## config.mk

```make
export PLATFORM = sky130hd
export DESIGN_NAME = pit_mod_unit
export DESIGN_NICKNAME = d
export VERILOG_FILES = /design/src/rtl/core/process_id_table_engine_unit_assert.svh /design/src/rtl/core/pit_mod_unit.sv
export SDC_FILE = /design/constraint.sdc
export NUM_CORES = 1
export LEC_CHECK = 0
export ABC_AREA = 1
export BUFFER_PORTS_ARGS = -buffer_cell sky130_fd_sc_hd__buf_4
export CAP_MARGIN = 0
export CORE_AREA = 3 3 40 42
export CTS_BUF_LIST = sky130_fd_sc_hd__clkbuf_2
export DETAILED_ROUTE_END_ITERATION = 10
export DIE_AREA = 0 0 43 45
export PLACE_DENSITY = 0.7
export RECOVER_POWER = 100
export SLEW_MARGIN = 20
export SYNTH_ARGS = -nofsm -noshare
export SYNTH_HDL_FRONTEND = slang
export SYNTH_SLANG_ARGS = --single-unit
```

## constraint.sdc

```tcl
create_clock -name clk -period 0.9 [get_ports clk]
set_input_delay 0.135 -clock clk [delete_from_list [all_inputs] [get_ports clk]]
set_output_delay 0.135 -clock clk [all_outputs]
set_load 0.01 [all_outputs]
```

## src/rtl/core/process_id_table_engine_unit_assert.svh

```systemverilog
// ---------------------------------------------------------------------------
// Process-id table engine assertion macros
// Concurrent assertion wrappers; empty when SYNTHESIS is defined.
// ---------------------------------------------------------------------------
`ifndef PROCESS_ID_TABLE_ENGINE_UNIT_ASSERT_SVH
`define PROCESS_ID_TABLE_ENGINE_UNIT_ASSERT_SVH
`ifndef SYNTHESIS
`define PIT_ASSERT_IMPL(label, clk, rst_n, ante, cons) \
    label: assert property (@(posedge clk) disable iff (!rst_n) (ante) |-> (cons)) \
        else $error("assertion failed");
`define PIT_ASSERT_NEXT(label, clk, rst_n, ante, cons) \
    label: assert property (@(posedge clk) disable iff (!rst_n) (ante) |=> (cons)) \
        else $error("assertion failed");
`else
`define PIT_ASSERT_IMPL(label, clk, rst_n, ante, cons)
`define PIT_ASSERT_NEXT(label, clk, rst_n, ante, cons)
`endif
`endif

```

## src/rtl/core/pit_mod_unit.sv

```systemverilog
// ---------------------------------------------------------------------------
// pit_mod_unit
// Pid-to-slot reduction by reciprocal multiplication: register the value, then the quotient, then the remainder.
// ---------------------------------------------------------------------------
module pit_mod_unit #(
    parameter int SLOTS = 128,
    parameter int PW    = 15
) (
    input  logic                         clk,
    input  logic                         rst_n,
    input  logic                         start,
    input  logic [PW-1:0]                value,
    output logic                         done,
    output logic [$clog2(SLOTS)-1:0]     slot
);
    localparam int SW = $clog2(SLOTS);
    localparam int SH = PW + SW;
    localparam int MW = PW + 1;
    localparam int XW = 2 * PW + 1;
    // exact quotient for every PW-bit value: floor(v * MAGIC / 2^SH)
    localparam logic [MW-1:0] MAGIC = MW'((64'd1 << SH) / 64'(SLOTS) + 64'd1);

    logic [PW-1:0] val_reg;
    logic [PW-1:0] q_reg;
    logic [PW-1:0] rem_reg;
    logic          p1_reg;
    logic          p2_reg;
    logic          done_reg;
    logic [XW-1:0] prod;
    logic [PW-1:0] q_w;
    logic [PW-1:0] back;

    assign prod = XW'(MAGIC) * XW'(val_reg);
    assign q_w  = PW'(prod >> SH);
    assign back = q_reg * PW'(SLOTS);

    always_ff @(posedge clk or negedge rst_n)
    begin
        if (!rst_n)
        begin
            p1_reg   <= 1'b0;
            p2_reg   <= 1'b0;
            done_reg <= 1'b0;
        end
        else
        begin
            p1_reg   <= start;
            p2_reg   <= p1_reg;
            done_reg <= p2_reg;
        end
    end

    always_ff @(posedge clk)
    begin
        if (start)
            val_reg <= value;
        if (p1_reg)
            q_reg <= q_w;
        if (p2_reg)
            rem_reg <= val_reg - back;
    end

    assign done = done_reg;
    assign slot = rem_reg[SW-1:0];
endmodule

```

# --- Word-level counts from Yosys, hierarchy flattened ---
# Index checks and enable logic that the tools add are counted.
totals:
  elab_cells: 6
  inputBits: 18
  ff_bits: 25
  out_inout_bits: 8
op_classes:
  n_addsub: 1
ops:
  columns: ["operator", "n"]
  rows:
  - ["7-bit by 1-bit subtractor with 7-bit output, second input constant", 1]

# --- Depth between registers and ports, before layout ---
# Gate-level depths: netlist (run 1).
logic_depth:
  depth_word: 1
  ltp_mapped: 0
  depth_no_buf: 0

# --- Least setup slack after synthesis (run 1) ---
# No wires, ideal clock.
synth_timing:
  path_type: "reg2reg"
  startpoint: "register p2_reg"
  endpoint: "register rem_reg[0], enable pin"
  synth_period_minus_slack_ns: 0.767
  setup_ns: 0.324
  setup_slack_ns: 0.133
  stages_incl_launch_ff: 1
  path_buffers: 0
  t_required_ns: 0.576
  arrival_ns: 0.443
  cell_sequence: "dfrtp_1"
synth_lines:
  columns: ["item", "line", "text"]
  rows:
  - ["from (decl)", "pit_mod_unit.sv:27", "logic p2_reg;"]
  - ["from (signal assigned)", "pit_mod_unit.sv:48", "p2_reg <= p1_reg;"]
  - ["to (signal assigned)", "pit_mod_unit.sv:60", "rem_reg <= val_reg - back;"]
  - ["to (decl)", "pit_mod_unit.sv:25", "logic [PW-1:0] rem_reg;"]
# No word-level cell between the ends.

# --- Final worst setup path (run 1) ---
layout_timing:
  startpoint: "input port start"
  endpoint: "register val_reg[6], enable pin"
layout_lines:
  columns: ["item", "line", "text"]
  rows:
  - ["from (decl)", "pit_mod_unit.sv:11", "input logic start,"]
  - ["to (signal assigned)", "pit_mod_unit.sv:56", "val_reg <= value;"]
  - ["to (decl)", "pit_mod_unit.sv:23", "logic [PW-1:0] val_reg;"]
# No word-level cell between the ends.

==> results of run 1 <==
==> cells in the mapped netlist <==
master,count,area [um2]
dfrtp_1,3,75.1
edfxtp_1,14,420
==> power groups by stage <==
stage          Clock [W]  Sequential (W)  Combinational, W
2_1_floorplan          0        0.000959                 0
3_3_place_gp           0        0.000946         0.0000821
3_5_place_dp           0        0.000950         0.0000833
4_1_cts         0.000329        0.000934         0.0000914
5_1_grt         0.000383        0.000943          0.000125
6_report        0.000310        0.000935          0.000118
==> area by class of cell <==
| cell class | instances | area, um2 | share of cell area |
|---|---|---|---|
| clock inverters | 1 | 5.00 | 0.00649 |
| clock buffers | 3 | 15.0 | 0.0195 |
| well taps | 15 | 18.8 | 0.0244 |
| repair buffers | 26 | 236 | 0.307 |
| flip-flops and latches | 17 | 495 | 0.643 |
==> per-layer routing <==
| layer | GRT usage | vias to the layer above | part of all wire |
|---|---|---|---|
| met5 | 0 | - | 0 |
| met4 | 0.0723 | 0 | 0 |
| met3 | 0.0279 | 0 | 0.14 |
| met2 | 0.105 | 16 | 0.51 |
| met1 | 0.0798 | 106 | 0.34 |
| li1 | - | 125 | - |
==> metrics by stage <==
step | setup WS, ns | area (um2) | hold slack (ns) | total power [W]
floorplan | 0.133 | 495 | -0.161 | 0.000959
global placement | 0.107 | 642 | -0.0758 | 0.00103
detailed placement | 0.0833 | 642 | -0.0740 | 0.00103
CTS | -0.0815 | 683 | 0.000560 | 0.00135
global route | -0.145 | 771 | 0.151 | 0.00145
finish | -0.110 | 771 | 0.176 | 0.00136
==> kinds of logic after synthesis <==
kind of cell	count (synthesis)	synth area share
DFF	17	1.00
==> worst min path at each step <==
stage	from	to	slack, ns	cells after the start
4_1_cts	value[4]	val_reg[4]	0.0006	1
3_5_place_dp	rst_n	p1_reg	-0.07	1
6_report	rst_n	p1_reg	0.18	2
3_3_place_gp	rst_n	p1_reg	-0.08	1
5_1_grt	rst_n	p1_reg	0.15	2
2_1_floorplan	rst_n	done	-0.16	0
==> repair_timing <==
item                                   CTS  global route
hold buffers                             1             8
endpoints found under the hold margin    3             8
resized for setup                        3             4
setup endpoints to repair                8             8
==> summary.txt, run 1 <==
Power
  – Power share of the combinational group: 0.087
  – Switching power: 0.000266 W
  – Seq pwr share: 0.686
  – P per Cell Area: 1770 nW/um2
  – Clock power frac: 0.228
  – Leak: 0.308 nW
  – Sw Share: 0.195
  – Internal: 0.00110 W
  – Maximum VDD drop: 1110 uV

GRT
  – Number of global-route vias before repair: 215
  – Gr ovfl total: 0
  – Total Routing Usage GR: 0.0723
  – First-pass GRT wire length: 931 um
  – Largest net degree at the start of global routing: 11
  – Initial antenna violation count: 0

Route
  – DR WL/cell: 9.37 um
  – Via count: 247
  – Total wire length: 581 um
  – Drt drc: 0
  – DR vias/cell: 3.98
  – Detailed Routing Iterations Pass 1: 2
  – Initial DRC count: 1
  – Antenna Nets Post-Route: 0

Critical path
  – Critical Path End Type: flop
  – FF-to-FF Start: p2_reg
  – Max incr delay on CP: 0.52 ns
  – Worst EP required: 0.85 ns
  – CP arrival: 0.96 ns
  – CP delay by family, top: buffers and inverters
  – Crit. path cell count: 2
  – WS Path Type: input pin to flop
  – Critical path destination: val_reg[6]
  – FF-to-FF End: rem_reg[3]
  – Slowest cell on crit path: dlygate4sd3_1
  – FF-to-FF path depth: 0
  – Crit-path cells: dlygate4sd3_1, clkbuf_1
  – Worst path bufs/invs: 2
  – Maximum fanout along the worst path: 8
  – Reg2Reg Setup Slack: 0.07 ns
  – CP Launch Point: start
  – Startpoint class of the critical path: input pin

Finish
  – Post-layout util: 0.600
  – Final cell count without fillers: 62
  – N_diodes: 0
  – Layout cells sized above 1: 0.404
  – Multi-input gates: 0
  – # fillers: 108
  – Total Nets Final: 66
  – Most frequent cells in the layout: edfxtp_1 (14), dlygate4sd3_1 (9), clkbuf_4 (7), buf_6 (7)
  – Multi-input logic area: 0 um2
  – Syn-to-layout area delta: 55.6%
  – Most common cell after layout, fill and taps aside: edfxtp_1

Timing
  – RSZ-0062 raised after global routing: true
  – Setup TNS: -1.08 ns
  – Final period util: 1.12
  – Post-layout min period: 1.01 ns
  – Worst Max-Slew Pin Slew: 0.376 ns
  – Worst setup margin: -0.110 ns
  – Slew Viols, Final: 0
  – Slew HR: 0.749
  – Skew final: 0.00767 ns
  – Setup-failing EPs final: 15
  – Final Hold Vio Count: 0
  – Fmax: 990 MHz

Floorplanning
  – I/O pins: 26
  – Die Ht: 45 um
  – Row count: 13
  – Core footprint: 1280 um2
  – Die X: 43 um
  – Die area: 1940 um2
  – Initial core utilization: 0.386

Yosys
  – YS warnings: 0
  – Sequential share of the synthesized area: 1.00
  – #FFs+latches synth: 17
  – Mapped Cells: 17
  – Mean Syn Cell Area: 29.1 um2
  – Mapped Nets: 35
  – Synth cell types: 2
  – Mapped cell area: 495 um2

CTS
  – Skew-Pair Late Insertion Delay: 0.28 ns
  – Number of setup buffers added after CTS: 0
  – H-tree levels: 1
  – CTS tree: built
  – CTS buffer count: 3
  – Clock Pin Slew Worst Setup and Hold Paths: 0.15 ns
  – Clock root cell: clkbuf_2
  – CTS Buffer Depth: 2
  – CTS Sinks: 17

Outcome
  – Violated checks: negative setup slack
  – Status: finished, violations left

Placed design
  – Gp weighted congestion: 0.600
  – Port bufs: 17
  – Placed insts: 49

Worst hold path
  – Hold Crit Class: input pin to async pin

Run
  – Max-cap check violation count: 0
Power figures use the tool's default switching activity.
==> inputs of run 2 (changes only) <==
- CELL_PAD_IN_SITES_DETAIL_PLACEMENT: unset -> 1
- CELL_PAD_IN_SITES_GLOBAL_PLACEMENT: unset -> 2
- CORE_AREA: 3 3 40 42 -> unset
- CORE_ASPECT_RATIO: unset -> 1.1
- CORE_MARGIN: unset -> 3
- CORE_UTILIZATION: unset -> 30
- DIE_AREA: 0 0 43 45 -> unset
- PLACE_DENSITY: 0.7 -> 0.79
==> summary.txt, run 2 (synthesized netlist as in run 1, its figures left out) <==
Outcome
  – Status: finished, violations left
  – Violated checks: negative setup slack

Finish
  – Most common cell after layout, fill and taps aside: edfxtp_1
  – N_diodes: 0
  – Layout cells sized above 1: 0.404
  – Multi-input logic area: 0 um2
  – Total Nets Final: 66
  – Multi-input gates: 0
  – Syn-to-layout area delta: 56.6%
  – Most frequent cells in the layout: edfxtp_1 (14), dlygate4sd3_1 (9), buf_6 (8)

GRT
  – Initial antenna violation count: 0
  – Number of global-route vias before repair: 249
  – Total Routing Usage GR: 0.0763
  – Largest net degree at the start of global routing: 10
  – Gr ovfl total: 0
  – First-pass GRT wire length: 1150 um

Route
  – Initial DRC count: 1
  – DR vias/cell: 4.24
  – Via count: 267
  – Antenna Nets Post-Route: 0
  – DR WL/cell: 11.4 um
  – Detailed Routing Iterations Pass 1: 3
  – Total wire length: 720 um
  – Drt drc: 0

Timing
  – Fmax: 949 MHz
  – Final Hold Vio Count: 0
  – RSZ-0062 raised after global routing: true
  – Worst Max-Slew Pin Slew: 0.393 ns
  – Slew Viols, Final: 0
  – Setup-failing EPs final: 15
  – Post-layout min period: 1.05 ns
  – Tightest hold margin: 0.178 ns
  – Worst setup margin: -0.154 ns
  – Slew HR: 0.738
  – Final period util: 1.17
  – Skew final: 0.00797 ns
  – Setup TNS: -1.38 ns

CTS
  – CTS Buffer Depth: 2
  – Skew-Pair Late Insertion Delay: 0.27 ns
  – CTS Sinks: 17
  – CTS tree: built
  – Clock Pin Slew Worst Setup and Hold Paths: 0.13 ns
  – CTS buffer count: 3
  – H-tree levels: 1
  – Clock root cell: clkbuf_2

Critical path
  – FF-to-FF Start: p2_reg
  – CP delay by family, top: buffers and inverters
  – Worst path bufs/invs: 2
  – Maximum fanout along the worst path: 8
  – Max incr delay on CP: 0.53 ns
  – Reg2Reg Setup Slack: 0.08 ns
  – Worst EP required: 0.84 ns
  – Crit-path cells: dlygate4sd3_1, clkbuf_1
  – FF-to-FF path depth: 0
  – CP arrival: 1.00 ns
  – WS Path Type: input pin to flop
  – Startpoint class of the critical path: input pin
  – Slowest cell on crit path: dlygate4sd3_1
  – Critical Path End Type: flop
  – FF-to-FF End: rem_reg[1]

Power
  – Leak: 0.309 nW
  – Maximum VDD drop: 957 uV
  – P per Cell Area: 1780 nW/um2

Floorplanning
  – I/O pins: 26
  – Die Ht: 48.6 um
  – Initial core utilization: 0.341
  – Die X: 44.8 um
  – Die area: 2180 um2
  – Row count: 14
  – Core footprint: 1450 um2

Run
  – Max-cap check violation count: 0

Placed design
  – Port bufs: 17
  – Gp weighted congestion: 0.548
  – DP Worst Slack: 0.0827 ns

Worst hold path
  – Hold Crit Class: input pin to async pin
## run 2: cell types whose count changed in the layout (fill, tap and decap cells not counted), sizes merged
cell    change
clkbuf      +1
clkinv      -1
## run 2: power breakdown
part	total (W)	switching (W)	internal (W)
clock	0.000320	0.000202	0.000118
sequential	0.000938	0.0000238	0.000914
combinational	0.000122	0.0000374	0.0000843
total	0.00138	0.000263	0.00112
## run 2: metal layers
layer / GRT usage / routed length, um
met5: 0 / 0
met2: 0.117 / 416
met3: 0.0222 / 71
met4: 0.0754 / 0
met1: 0.0773 / 232
## run 2: what timing repair did
action                                  CTS  global route
gates resized for setup                   4             4
endpoints found under the setup margin    8             8
hold buffers                              1             8
endpoints found under the hold margin     3             8
buffers inserted                          0             0
## run 2: area by class of cell
type / instances / area (um2)
tap: 16 / 20.0
timing repair buffer: 26 / 240
fill: 130 / 678
clock buffer: 4 / 20.0
sequential: 17 / 495
## run 2: per-stage QoR
| stage | std cells | power (W) | utilization | area, um2 |
|---|---|---|---|---|
| 2_1_floorplan | 17 | 0.000959 | - | 495 |
| 3_3_place_gp | 50 | 0.00103 | 0.442 | 643 |
| 3_5_place_dp | 50 | 0.00104 | 0.442 | 643 |
| 4_1_cts | 55 | 0.00137 | 0.473 | 688 |
| 5_1_grt | 63 | 0.00147 | 0.534 | 776 |
| 6_report | 63 | 0.00138 | 0.534 | 776 |
## run 2: how the worst max path moves through the flow
| stage | endpoint | cells after the start | start |
|---|---|---|---|
| final | val_reg[5] | 2 | start |
| after global routing | slot[2] | 1 | rem_reg[2] |
| after CTS | slot[2] | 1 | rem_reg[2] |
| after detailed placement | rem_reg[2] | 0 | p2_reg |
| after global placement | rem_reg[1] | 0 | p2_reg |
| after floorplan | rem_reg[0] | 0 | p2_reg |
==> inputs of run 3 (changes only) <==
- CORE_ASPECT_RATIO: 1.1 -> unset
==> summary.txt, run 3 (synthesized netlist as in run 1, its figures left out) <==
Critical path
  – Critical Path End Type: output port
  – Slowest cell on crit path: edfxtp_1
  – Maximum fanout along the worst path: 1
  – Reg2Reg Setup Slack: 0.14 ns
  – FF-to-FF Start: p2_reg
  – Worst EP required: 0.76 ns
  – Max incr delay on CP: 0.42 ns
  – Crit-path cells: buf_6
  – Crit. path cell count: 1
  – CP Launch Point: rem_reg[1]
  – FF-to-FF path depth: 0
  – FF-to-FF End: rem_reg[0]
  – Startpoint class of the critical path: flop
  – CP delay by family, top: flip-flops
  – Worst path bufs/invs: 1
  – CP arrival: 0.81 ns
  – WS Path Type: flop to output port

Timing
  – RSZ-0062 raised after global routing: true
  – Fmax: 1060 MHz
  – Final Hold Vio Count: 0
  – Slew HR: 0.735
  – Setup-failing EPs final: 8
  – Slew Viols, Final: 0
  – Skew final: 0.00343 ns
  – Final period util: 1.05
  – Worst setup margin: -0.0475 ns
  – Post-layout min period: 0.948 ns
  – Worst Max-Slew Pin Slew: 0.398 ns

CTS
  – Skew-Pair Late Insertion Delay: 0.26 ns
  – CTS Buffer Depth: 2
  – Clock root cell: clkbuf_2
  – Clock Pin Slew Worst Setup and Hold Paths: 0.14 ns
  – CTS tree: built
  – H-tree levels: 1
  – CTS buffer count: 3
  – CTS Sinks: 17

Worst hold path
  – Min-delay src: value[2]
  – Worst Hold Path EP: val_reg[2]
  – Hold Crit Class: input pin to flop
  – Hold depth: 1

Route
  – Drt drc: 0
  – DR vias/cell: 4.14
  – Antenna Nets Post-Route: 0
  – Initial DRC count: 0
  – Detailed Routing Iterations Pass 1: 1
  – Total wire length: 680 um
  – DR WL/cell: 11.5 um
  – Via count: 244

Finish
  – Syn-to-layout area delta: 48.7%
  – Layout cells sized above 1: 0.465
  – Most frequent cells in the layout: edfxtp_1 (14), buf_6 (8), clkbuf_4 (7)
  – Total Nets Final: 62
  – Most common cell after layout, fill and taps aside: edfxtp_1
  – Design area: 737 um2
  – Final cell count without fillers: 59
  – Multi-input logic area: 0 um2
  – Post-layout util: 0.484
  – N_diodes: 0
  – Multi-input gates: 0

Floorplanning
  – Die area: 2180 um2
  – Row count: 14
  – Core footprint: 1520 um2
  – Die Ht: 46.6 um
  – Initial core utilization: 0.325
  – Die X: 46.6 um
  – I/O pins: 26

Run
  – Max-cap check violation count: 0

Outcome
  – Status: finished, violations left
  – Violated checks: negative setup slack

GRT
  – Total Routing Usage GR: 0.0767
  – Number of global-route vias before repair: 249
  – Largest net degree at the start of global routing: 10
  – Initial antenna violation count: 0
  – First-pass GRT wire length: 1110 um
  – Gr ovfl total: 0

Placed design
  – Cell Area, Placed: 643 um2
  – Placed insts: 50
  – Gp weighted congestion: 0.630
  – Port bufs: 17

Power
  – P per Cell Area: 1850 nW/um2
  – Leak: 0.291 nW
  – Maximum VDD drop: 731 uV
  – Total power: 0.00137 W
run 3: changes by cell type in the layout (fill, tap and decap cells not counted):
| cell | change |
|---|---|
| dlygate4sd3_1 | -4 |
| dfrtp_1 | -1 |
| dfrtp_2 | +1 |
run 3: worst max path at each step:
| stage | end | slack [ns] |
|---|---|---|
| finish | slot[1] | -0.05 |
| global route | slot[5] | -0.11 |
| CTS | slot[2] | -0.06 |
| detailed placement | rem_reg[0] | 0.07 |
| global placement | rem_reg[2] | 0.10 |
| floorplan | rem_reg[0] | 0.13 |
run 3: repair_timing:
action | in CTS | in global routing
setup endpoints to repair | 8 | 12
gates resized for setup | 4 | 5
cloned | 0 | 0
buffers inserted | 0 | 0
endpoints found under the hold margin | 3 | 4
hold buffers | 1 | 4
pin swaps | 0 | 0
run 3: cell type report:
class                   count  area [um2]
flip-flops and latches     17         497
well taps                  16        20.0
repair buffers             22         200
clock buffers               4        20.0
fillers                   148         787
run 3: power breakdown:
part,switching [W],leakage (nW),internal [W]
logic,0.0000346,0.104,0.0000730
registers,0.0000237,0.171,0.000915
clock network,0.000201,0.0166,0.000118
run 3: metal layers:
metal  GRT usage  routed length [um]
met2       0.126                 352
met4      0.0497                   0
met3      0.0273                  73
met5           0                   0
met1      0.0821                 255
run 3: through the flow:
step / setup WS, ns / setup TNS [ns] / hold slack, ns
detailed placement: 0.0679 / 0 / -0.0731
finish: -0.0475 / -0.278 / 0.0576
global route: -0.109 / -0.823 / 0.0264
floorplan: 0.133 / 0 / -0.161
CTS: -0.0647 / -0.433 / 0.0187
global placement: 0.102 / 0 / -0.0763
